File: src/design/efr_pkg.sv
// Package for the escaped frame receiver: widths, register indexes,
// result kinds and the result record passed between the receiver's stages.
// No dependencies.
package efr_pkg;

  localparam int ByteW    = 8;
  localparam int KindW    = 2;
  localparam int CfgIdxW  = 1;

  localparam logic [ByteW-1:0] SyncReset   = 8'hE0;
  localparam logic [ByteW-1:0] EscapeReset = 8'hD0;

  typedef enum logic [CfgIdxW-1:0] {
    REG_SYNC   = 1'b0,
    REG_ESCAPE = 1'b1
  } cfg_reg_e;

  typedef enum logic [KindW-1:0] {
    KIND_PAYLOAD  = 2'd0,
    KIND_GOOD     = 2'd1,
    KIND_CSUM_ERR = 2'd2,
    KIND_ZERO_LEN = 2'd3
  } result_kind_e;

  typedef struct packed {
    result_kind_e     result_kind;
    logic [ByteW-1:0] payload_byte;
    logic [ByteW-1:0] byte_index;
    logic [ByteW-1:0] frame_destination;
    logic             frame_last;
  } result_t;

endpackage

File: src/design/efr_ifs.sv
// Valid/ready channel interfaces of the escaped frame receiver.
// Depends on efr_pkg for the field widths.
interface efr_rx_if;
  logic                        valid;
  logic                        ready;
  logic [efr_pkg::ByteW-1:0]   rx_byte;

  modport source(output valid, output rx_byte, input ready);
  modport sink(input valid, input rx_byte, output ready);
endinterface

interface efr_res_if;
  logic                        valid;
  logic                        ready;
  logic [efr_pkg::KindW-1:0]   result_kind;
  logic [efr_pkg::ByteW-1:0]   payload_byte;
  logic [efr_pkg::ByteW-1:0]   byte_index;
  logic [efr_pkg::ByteW-1:0]   frame_destination;
  logic                        frame_last;

  modport source(output valid, output result_kind, output payload_byte, output byte_index,
                 output frame_destination, output frame_last, input ready);
  modport sink(input valid, input result_kind, input payload_byte, input byte_index,
               input frame_destination, input frame_last, output ready);
endinterface

File: src/design/efr_in_stage.sv
// Input register of the escaped frame receiver: holds one received byte
// until the decode stage consumes it. Depends on efr_pkg.
module efr_in_stage (
  input  logic                      clk_i,
  input  logic                      rst_ni,
  input  logic                      valid_i,
  input  logic [efr_pkg::ByteW-1:0] byte_i,
  output logic                      ready_o,
  input  logic                      advance_i,
  output logic                      valid_o,
  output logic [efr_pkg::ByteW-1:0] byte_o
);

  logic                      valid_q;
  logic [efr_pkg::ByteW-1:0] byte_q;

  assign ready_o = !valid_q || advance_i;
  assign valid_o = valid_q;
  assign byte_o  = byte_q;

  always_ff @(posedge clk_i or negedge rst_ni) begin
    if (!rst_ni) begin
      valid_q <= 1'b0;
    end else if (ready_o) begin
      valid_q <= valid_i;
    end
  end

  always_ff @(posedge clk_i) begin
    if (valid_i && ready_o) begin
      byte_q <= byte_i;
    end
  end

endmodule

File: src/design/efr_decode.sv
// Framing state and per-byte decode of the escaped frame receiver: escape
// handling, destination/length capture, payload indexing and checksum.
// Depends on efr_pkg.
module efr_decode (
  input  logic                        clk_i,
  input  logic                        rst_ni,
  input  logic                        cfg_we_i,
  input  logic [efr_pkg::CfgIdxW-1:0] cfg_idx_i,
  input  logic [efr_pkg::ByteW-1:0]   cfg_data_i,
  input  logic                        fire_i,
  input  logic [efr_pkg::ByteW-1:0]   byte_i,
  output logic                        res_valid_o,
  output efr_pkg::result_t            res_o
);

  typedef enum logic [1:0] {
    PH_DEST = 2'd0,
    PH_LEN  = 2'd1,
    PH_BODY = 2'd2
  } phase_e;

  logic [efr_pkg::ByteW-1:0] sync_q, escape_q;
  logic                      esc_q, esc_d;
  phase_e                    phase_q, phase_d;
  logic [efr_pkg::ByteW-1:0] dest_q, dest_d;
  logic [efr_pkg::ByteW-1:0] len_q, len_d;
  logic [efr_pkg::ByteW-1:0] cnt_q, cnt_d;
  logic [efr_pkg::ByteW-1:0] sum_q, sum_d;

  logic                      is_sync, is_esc;
  logic [efr_pkg::ByteW-1:0] data;

  assign is_sync = !esc_q && (byte_i == sync_q);
  assign is_esc  = !esc_q && (byte_i == escape_q);
  // An escaped byte stands for its value plus one.
  assign data    = esc_q ? byte_i + 8'd1 : byte_i;

  always_comb begin
    esc_d       = esc_q;
    phase_d     = phase_q;
    dest_d      = dest_q;
    len_d       = len_q;
    cnt_d       = cnt_q;
    sum_d       = sum_q;
    res_valid_o = 1'b0;
    res_o.result_kind       = efr_pkg::KIND_PAYLOAD;
    res_o.payload_byte      = '0;
    res_o.byte_index        = '0;
    res_o.frame_destination = dest_q;
    res_o.frame_last        = 1'b0;

    if (is_sync) begin
      phase_d = PH_DEST;
      cnt_d   = '0;
    end else if (is_esc) begin
      esc_d = 1'b1;
    end else begin
      esc_d = 1'b0;
      case (phase_q)
        PH_LEN: begin
          len_d = data;
          sum_d = sum_q + data;
          if (data == '0) begin
            phase_d           = PH_DEST;
            cnt_d             = '0;
            res_valid_o       = 1'b1;
            res_o.result_kind = efr_pkg::KIND_ZERO_LEN;
            res_o.frame_last  = 1'b1;
          end else begin
            phase_d = PH_BODY;
          end
        end
        PH_BODY: begin
          res_valid_o = 1'b1;
          if (cnt_q == len_q - 8'd1) begin
            phase_d           = PH_DEST;
            cnt_d             = '0;
            res_o.result_kind = (sum_q == data) ? efr_pkg::KIND_GOOD
                                                : efr_pkg::KIND_CSUM_ERR;
            res_o.frame_last  = 1'b1;
          end else begin
            res_o.payload_byte = data;
            res_o.byte_index   = cnt_q;
            cnt_d              = cnt_q + 8'd1;
            sum_d              = sum_q + data;
          end
        end
        default: begin
          dest_d  = data;
          sum_d   = data;
          cnt_d   = '0;
          phase_d = PH_LEN;
        end
      endcase
    end
  end

  always_ff @(posedge clk_i or negedge rst_ni) begin
    if (!rst_ni) begin
      sync_q   <= efr_pkg::SyncReset;
      escape_q <= efr_pkg::EscapeReset;
      esc_q    <= 1'b0;
      phase_q  <= PH_DEST;
      dest_q   <= '0;
      len_q    <= '0;
      cnt_q    <= '0;
      sum_q    <= '0;
    end else begin
      if (cfg_we_i) begin
        case (cfg_idx_i)
          efr_pkg::REG_SYNC:   sync_q   <= cfg_data_i;
          efr_pkg::REG_ESCAPE: escape_q <= cfg_data_i;
          default: ;
        endcase
      end
      if (fire_i) begin
        esc_q   <= esc_d;
        phase_q <= phase_d;
        dest_q  <= dest_d;
        len_q   <= len_d;
        cnt_q   <= cnt_d;
        sum_q   <= sum_d;
      end
    end
  end

  a_sync_restarts: assert property (@(posedge clk_i) disable iff (!rst_ni)
    fire_i && is_sync |=> phase_q == PH_DEST && cnt_q == '0)
    else $error("sync byte did not restart framing");

  a_escape_silent: assert property (@(posedge clk_i) disable iff (!rst_ni)
    is_esc || is_sync |-> !res_valid_o)
    else $error("sync or escape byte produced a result");

  a_escape_once: assert property (@(posedge clk_i) disable iff (!rst_ni)
    fire_i && esc_q |=> !esc_q)
    else $error("escape stayed pending past the escaped byte");

endmodule

File: src/design/efr_out_stage.sv
// Result register of the escaped frame receiver: holds one result beat
// until the downstream side takes it. Depends on efr_pkg.
module efr_out_stage (
  input  logic             clk_i,
  input  logic             rst_ni,
  input  logic             load_i,
  input  efr_pkg::result_t res_i,
  output logic             free_o,
  output logic             valid_o,
  input  logic             ready_i,
  output efr_pkg::result_t res_o
);

  logic             valid_q;
  efr_pkg::result_t res_q;

  assign free_o  = !valid_q || ready_i;
  assign valid_o = valid_q;
  assign res_o   = res_q;

  always_ff @(posedge clk_i or negedge rst_ni) begin
    if (!rst_ni) begin
      valid_q <= 1'b0;
    end else if (free_o) begin
      valid_q <= load_i;
    end
  end

  always_ff @(posedge clk_i) begin
    if (load_i && free_o) begin
      res_q <= res_i;
    end
  end

endmodule

File: src/design/escaped_frame_receiver.sv
// Top level of the escaped frame receiver: input register, decode stage
// and result register. Depends on efr_pkg, efr_ifs, efr_in_stage,
// efr_decode and efr_out_stage.
//
// Usage: raw serial bytes arrive one per beat on rx_if. An unescaped sync
// byte restarts framing without a result; an unescaped escape byte is
// dropped and makes the next byte count as its value plus one. The first
// framed byte is the destination, the second the length (payload count plus
// one). Each payload byte leaves on res_if as one beat with its index; the
// checksum byte yields a good or checksum-error beat with frame_last set, and
// a zero length yields a zero-length-error beat at once.
// The sync and escape values are written through cfg_we_i, cfg_idx_i and
// cfg_data_i while the block is idle.
// Throughput is one byte per cycle: the input register, one level of decode
// logic and the result register form a two-register path, and every byte,
// with or without a result, moves on only when the result register is free.
// A byte accepted into the input register passes through the decode logic into
// the result register once that register is free, and its result beat is then
// presented on res_if. When the receiver stalls, the result register holds
// its beat, the input register holds the next byte and rx_if.ready drops.
// Reset clears both registers' valid flags, the framing state and the
// escape flag, and restores the sync (0xE0) and escape (0xD0) values.
module escaped_frame_receiver (
  input  logic                        clk_i,
  input  logic                        rst_ni,
  input  logic                        cfg_we_i,
  input  logic [efr_pkg::CfgIdxW-1:0] cfg_idx_i,
  input  logic [efr_pkg::ByteW-1:0]   cfg_data_i,
  efr_rx_if.sink                      rx_if,
  efr_res_if.source                   res_if
);

  logic                      in_valid;
  logic [efr_pkg::ByteW-1:0] in_byte;
  logic                      out_free;
  logic                      advance;
  logic                      res_valid;
  efr_pkg::result_t          res_d;
  efr_pkg::result_t          res_q;

  // The held byte moves on whenever the result register can take a beat;
  // a byte without a result simply leaves the register empty behind it.
  assign advance = in_valid && out_free;

  efr_in_stage u_in_stage (
    .clk_i     (clk_i),
    .rst_ni    (rst_ni),
    .valid_i   (rx_if.valid),
    .byte_i    (rx_if.rx_byte),
    .ready_o   (rx_if.ready),
    .advance_i (advance),
    .valid_o   (in_valid),
    .byte_o    (in_byte)
  );

  efr_decode u_decode (
    .clk_i       (clk_i),
    .rst_ni      (rst_ni),
    .cfg_we_i    (cfg_we_i),
    .cfg_idx_i   (cfg_idx_i),
    .cfg_data_i  (cfg_data_i),
    .fire_i      (advance),
    .byte_i      (in_byte),
    .res_valid_o (res_valid),
    .res_o       (res_d)
  );

  efr_out_stage u_out_stage (
    .clk_i   (clk_i),
    .rst_ni  (rst_ni),
    .load_i  (advance && res_valid),
    .res_i   (res_d),
    .free_o  (out_free),
    .valid_o (res_if.valid),
    .ready_i (res_if.ready),
    .res_o   (res_q)
  );

  assign res_if.result_kind       = res_q.result_kind;
  assign res_if.payload_byte      = res_q.payload_byte;
  assign res_if.byte_index        = res_q.byte_index;
  assign res_if.frame_destination = res_q.frame_destination;
  assign res_if.frame_last        = res_q.frame_last;

  a_last_matches_kind: assert property (@(posedge clk_i) disable iff (!rst_ni)
    res_if.valid |->
      res_if.frame_last == (res_q.result_kind != efr_pkg::KIND_PAYLOAD))
    else $error("frame_last disagrees with the result kind");

  a_held_byte_kept: assert property (@(posedge clk_i) disable iff (!rst_ni)
    in_valid && !advance |=> in_valid && $stable(in_byte))
    else $error("held input byte was lost");

endmodule
File: src/flat_wrapper.sv
// flat-port wrapper written by rule: the top's interface ports become plain ports
module escaped_frame_receiver_flat 
  (clk_i, rst_ni, cfg_we_i, cfg_idx_i, cfg_data_i, rx_if_valid, rx_if_rx_byte, rx_if_ready, res_if_valid, res_if_result_kind, res_if_payload_byte, res_if_byte_index, res_if_frame_destination, res_if_frame_last, res_if_ready);
  efr_rx_if rx_if_i ();
  efr_res_if res_if_i ();
  input  logic clk_i;
  input  logic rst_ni;
  input  logic cfg_we_i;
  input  logic [efr_pkg::CfgIdxW-1:0] cfg_idx_i;
  input  logic [efr_pkg::ByteW-1:0] cfg_data_i;
  input wire logic [$bits(rx_if_i.valid)-1:0] rx_if_valid;
  input wire logic [$bits(rx_if_i.rx_byte)-1:0] rx_if_rx_byte;
  output wire logic [$bits(rx_if_i.ready)-1:0] rx_if_ready;
  output wire logic [$bits(res_if_i.valid)-1:0] res_if_valid;
  output wire logic [$bits(res_if_i.result_kind)-1:0] res_if_result_kind;
  output wire logic [$bits(res_if_i.payload_byte)-1:0] res_if_payload_byte;
  output wire logic [$bits(res_if_i.byte_index)-1:0] res_if_byte_index;
  output wire logic [$bits(res_if_i.frame_destination)-1:0] res_if_frame_destination;
  output wire logic [$bits(res_if_i.frame_last)-1:0] res_if_frame_last;
  input wire logic [$bits(res_if_i.ready)-1:0] res_if_ready;
  assign rx_if_i.valid = rx_if_valid;
  assign rx_if_i.rx_byte = rx_if_rx_byte;
  assign rx_if_ready = rx_if_i.ready;
  assign res_if_valid = res_if_i.valid;
  assign res_if_result_kind = res_if_i.result_kind;
  assign res_if_payload_byte = res_if_i.payload_byte;
  assign res_if_byte_index = res_if_i.byte_index;
  assign res_if_frame_destination = res_if_i.frame_destination;
  assign res_if_frame_last = res_if_i.frame_last;
  assign res_if_i.ready = res_if_ready;
  escaped_frame_receiver u_core (.clk_i(clk_i), .rst_ni(rst_ni), .cfg_we_i(cfg_we_i), .cfg_idx_i(cfg_idx_i), .cfg_data_i(cfg_data_i), .rx_if(rx_if_i), .res_if(res_if_i));
endmodule
File: config.mk
export PLATFORM = sky130hd
export DESIGN_NAME = escaped_frame_receiver_flat
export DESIGN_NICKNAME = d
export VERILOG_FILES = /design/src/design/efr_pkg.sv /design/src/design/efr_ifs.sv /design/src/design/efr_in_stage.sv /design/src/design/efr_decode.sv /design/src/design/efr_out_stage.sv /design/src/design/escaped_frame_receiver.sv /design/src/flat_wrapper.sv
export SDC_FILE = /design/constraint.sdc
export NUM_CORES = 1
export LEC_CHECK = 0
export BUFFER_PORTS_ARGS = -buffer_cell sky130_fd_sc_hd__buf_2
export CORE_ASPECT_RATIO = 1.2
export CORE_MARGIN = 1
export CORE_UTILIZATION = 45
export DETAILED_ROUTE_END_ITERATION = 12
export GPL_TIMING_DRIVEN = 0
export PLACE_DENSITY = 0.65
export RECOVER_POWER = 100
export SLEW_MARGIN = 20
export SYNTH_ARGS = -nofsm -noshare
export SYNTH_HDL_FRONTEND = slang
export SYNTH_HIERARCHICAL = 1
export SYNTH_SLANG_ARGS = --single-unit
File: constraint.sdc
create_clock -name clk_i -period 8.4 [get_ports clk_i]
set_input_delay 0.84 -clock clk_i [delete_from_list [all_inputs] [get_ports clk_i]]
set_output_delay 0.84 -clock clk_i [all_outputs]
set_load 0.01 [all_outputs]
==> key figures <==
Status
  – Status: finished with violations
  – Failing checks: capacitance limit, slew limit

Routing
  – Post-Route WL: 9250 microns
  – DRC Markers: 0
  – Drt pass-1 iters: 4
  – WL/cell: 15.5 microns
  – Iteration-0 DRC count of the detailed router: 164
  – Antenna Violating Nets Remaining: 0
  – DR vias: 3198
  – Vias per inst: 5.36

Pwr
  – Combinational share of power: 33.3%
  – Pleak: 2.13 nW
  – Clock network fraction of design power: 27.3%
  – Reg power frac: 39.4%
  – Sw Ratio: 34.8%
  – P per Cell Area: 305 mW/mm^2
  – Peak supply drop: 0.000119 V
  – Switch Pwr: 0.000551 W
  – Internal: 0.00103 W

Finish
  – Most frequent cells in the layout: dfrtp_1 (47), clkbuf_1 (38), edfxtp_1 (35)
  – Final core occ: 53.5%
  – ANT cells: 0
  – Finished Cell Area: 0.00519 sq mm
  – Filler cells: 870
  – Most common cell after layout, fill and taps aside: dfrtp_1
  – Area grow syn2layout: 13.7%
  – Ratio of cells with drive above 1 in the final layout: 17.3%
  – Fin nets: 504

Min path
  – Worst min-delay path category: reg2reg

Synth
  – Syn Nets: 443
  – Number of synthesized flops with an enable pin: 35
  – Synthesized instance count: 408
  – Asr flop ratio synth: 60.2%
  – Synth warn: 6
  – Synth cell types: 53
  – Yosys reg bits: 88
  – Synthesized area per cell: 11.2 sq um
  – Cell Area, Synth: 0.00457 sq mm
  – Post-synthesis sequential area ratio: 52.2%
  – Main flop type after synthesis: dfrtp_1

Clock network
  – Clock buffer depth: 2
  – Root Driver: clkbuf_16
  – Total CTS buffers: 9
  – Total clock sinks: 88
  – Clock Pin Slew Worst Setup and Hold Paths: 0.07 ns
  – Post-CTS sizing: 0
  – Cts hold-fix bufs: 0
  – Setup Fix Bufs, Post-CTS: 0
  – H-Tree Level Count: 3
  – CTS tree: done
  – Worst skew pair latency: 0.34 ns

Setup path
  – Reg2reg end: u_core/u_out_stage/res_o[15]
  – CP arrival: 4.42 ns
  – RR Startpoint: u_core/u_in_stage/byte_o[0]
  – CP required: 8.33 ns
  – Crit Path Class: reg2reg
  – Critical path origin: u_core/u_in_stage/byte_o[0]
  – CP Max Fanout: 27
  – Worst setup path endpoint: u_core/u_out_stage/res_o[15]
  – CP Capture Type: register
  – Worst-case reg-to-reg path depth: 10
  – Crit path launch type: register
  – Reg2Reg Setup Slack: 3.91 ns

Placed design
  – Post-Place Setup Slack: 5.16 ns
  – Port Buffers: 50
  – Placed wire-length estimate: 6720 microns
  – Post-DP Area: 0.00497 sq mm
  – GP Congestion: 0.792

Die
  – Die X: 94.0 microns
  – Starting Density: 47.0%
  – Row cnt: 39
  – Number of I/O pins: 51
  – Die Y-Extent: 112 microns
  – Total core area: 0.00971 sq mm
  – Die area: 0.0106 sq mm

Timing
  – RSZ-0062 raised after global routing: no
  – Worst Skew: 0.00946 ns
  – Tightest Pin Transition: 2.94 ns
  – Hold_ws: 0.449 ns
  – Max Slew Vio Count: 90
  – Setup TNS: 0 ns
  – Tcrit/Tclk final: 53.5%
  – Final WS setup: 3.91 ns
  – Fin. Hold Viols: 0
  – Fmax: 223 MHz
  – Post-route minimum period: 4.49 ns
  – Final setup vio count: 0
  – Slew HR: -96.3%

Run
  – Max Cap Viol: 3

Global route
  – Initial antenna violation count: 0
  – Vias in the first global route: 3161
  – M3 GR Usage: 4.20%
  – Largest net degree at the start of global routing: 54
  – First-pass GRT wire length: 15200 microns
  – Global Route Usage Sum: 18.8%
  – GR peak layer: met2
  – Total grt overflow: 0
  – GRT met2 Usage: 31.6%
  – Met1 GRT Util: 23.6%
## per-stage QoR
stage / cells / power [W]
after floorplan: 408 / 0.00104
after global placement: 581 / 0.00115
after detailed placement: 581 / 0.00118
after CTS: 597 / 0.00162
after global routing: 597 / 0.00169
final: 597 / 0.00158
## layout make-up
type / count / area (sq um) / share of cell area [%]
Clock inverter: 7 / 101 / 1.95
Clock buffer: 9 / 225 / 4.34
Inverter: 16 / 60.1 / 1.16
Timing Repair Buffer: 50 / 213 / 4.10
Tap cell: 123 / 154 / 2.96
Sequential cell: 88 / 2380 / 45.9
Buffer: 17 / 90.1 / 1.73
Multi-Input combinational cell: 287 / 1960 / 37.8
## per-layer routing
| layer | vias to the layer above | routed length, microns | part of all wire, % |
|---|---|---|---|
| met5 | - | 0 | 0 |
| met4 | 0 | 168 | 1.8 |
| met3 | 12 | 388 | 4.2 |
| met2 | 87 | 4520 | 49 |
| met1 | 1532 | 4180 | 45 |
| li1 | 1567 | - | - |
## registers in the layout (all words and copies together) (netlist names)
name                        flops
u_core/u_decode/sum_q           8
u_core/u_decode/esc_q           1
u_core/u_decode/sync_q          8
u_core/u_out_stage/res_o       27
u_core/u_decode/escape_q        8
u_core/u_decode/len_q           8
u_core/u_in_stage/valid_o       1
u_core/u_decode/dest_q          8
u_core/u_out_stage/valid_o      1
u_core/u_in_stage/byte_o        8
u_core/u_decode/cnt_q           8
u_core/u_decode/phase_q         2
## worst max-delay path, stage by stage (launching register included)
cell,delay [ns]
edfxtp_1,0.36
ha_1,0.25
nand4_1,0.18
xnor2_1,0.56
inv_1,0.19
nor4_1,0.65
and2_0,0.31
nor2_1,0.06
nor2_1,0.11
and3_1,0.17
and2_0,1.23
## worst min-delay path by stage
stage,start,to,slack [ns],cells past startpoint
final,u_core/u_decode/dest_q[4],u_core/u_out_stage/res_o[5],0.45,0
after global routing,u_core/u_decode/dest_q[7],u_core/u_out_stage/res_o[8],0.46,0
after CTS,u_core/u_decode/dest_q[3],u_core/u_out_stage/res_o[4],0.45,0
after detailed placement,u_core/u_decode/dest_q[3],u_core/u_out_stage/res_o[4],0.43,0
after global placement,u_core/u_decode/dest_q[4],u_core/u_out_stage/res_o[5],0.43,0
after floorplan,u_core/u_decode/dest_q[5],u_core/u_out_stage/res_o[6],0.42,0
## power groups by stage
stage	combinational [W]	clock [W]	sequential [W]
floorplan	0.000421	0	0.000620
global placement	0.000524	0	0.000629
detailed placement	0.000546	0	0.000632
CTS	0.000549	0.000443	0.000624
global route	0.000590	0.000459	0.000638
finish	0.000527	0.000432	0.000624
## synth_stat cells, types with 8 or more instances
library cell	number	area share, %
a21oi_1	11	1.2
and2_1	12	1.6
and3_1	8	1.1
dfrtp_1	47	26
edfxtp_1	35	23
ha_1	12	3.3
inv_1	16	1.3
mux2_2	23	5.7
nand2_1	31	2.5
nand3_1	9	0.99
nor2_1	29	2.4
nor3_1	10	1.1
o21ai_0	25	2.7
xnor2_1	20	3.8
xor2_1	19	3.6
## cell families (layout without fill, tap and decap cells)
group	after synthesis	after routing	share of synthesized area [%]
adder cells (fa/ha/maj)	13	13	3.73
buffers and inverters	33	99	3.59
XOR/XNOR	39	39	7.48
flip-flops	88	88	52.2
AO/OA/AOI/OAI	71	71	10.5
AND/OR/NAND/NOR	138	138	16.2
multiplexers	26	26	6.33
(Power assumes the default switching activity.)
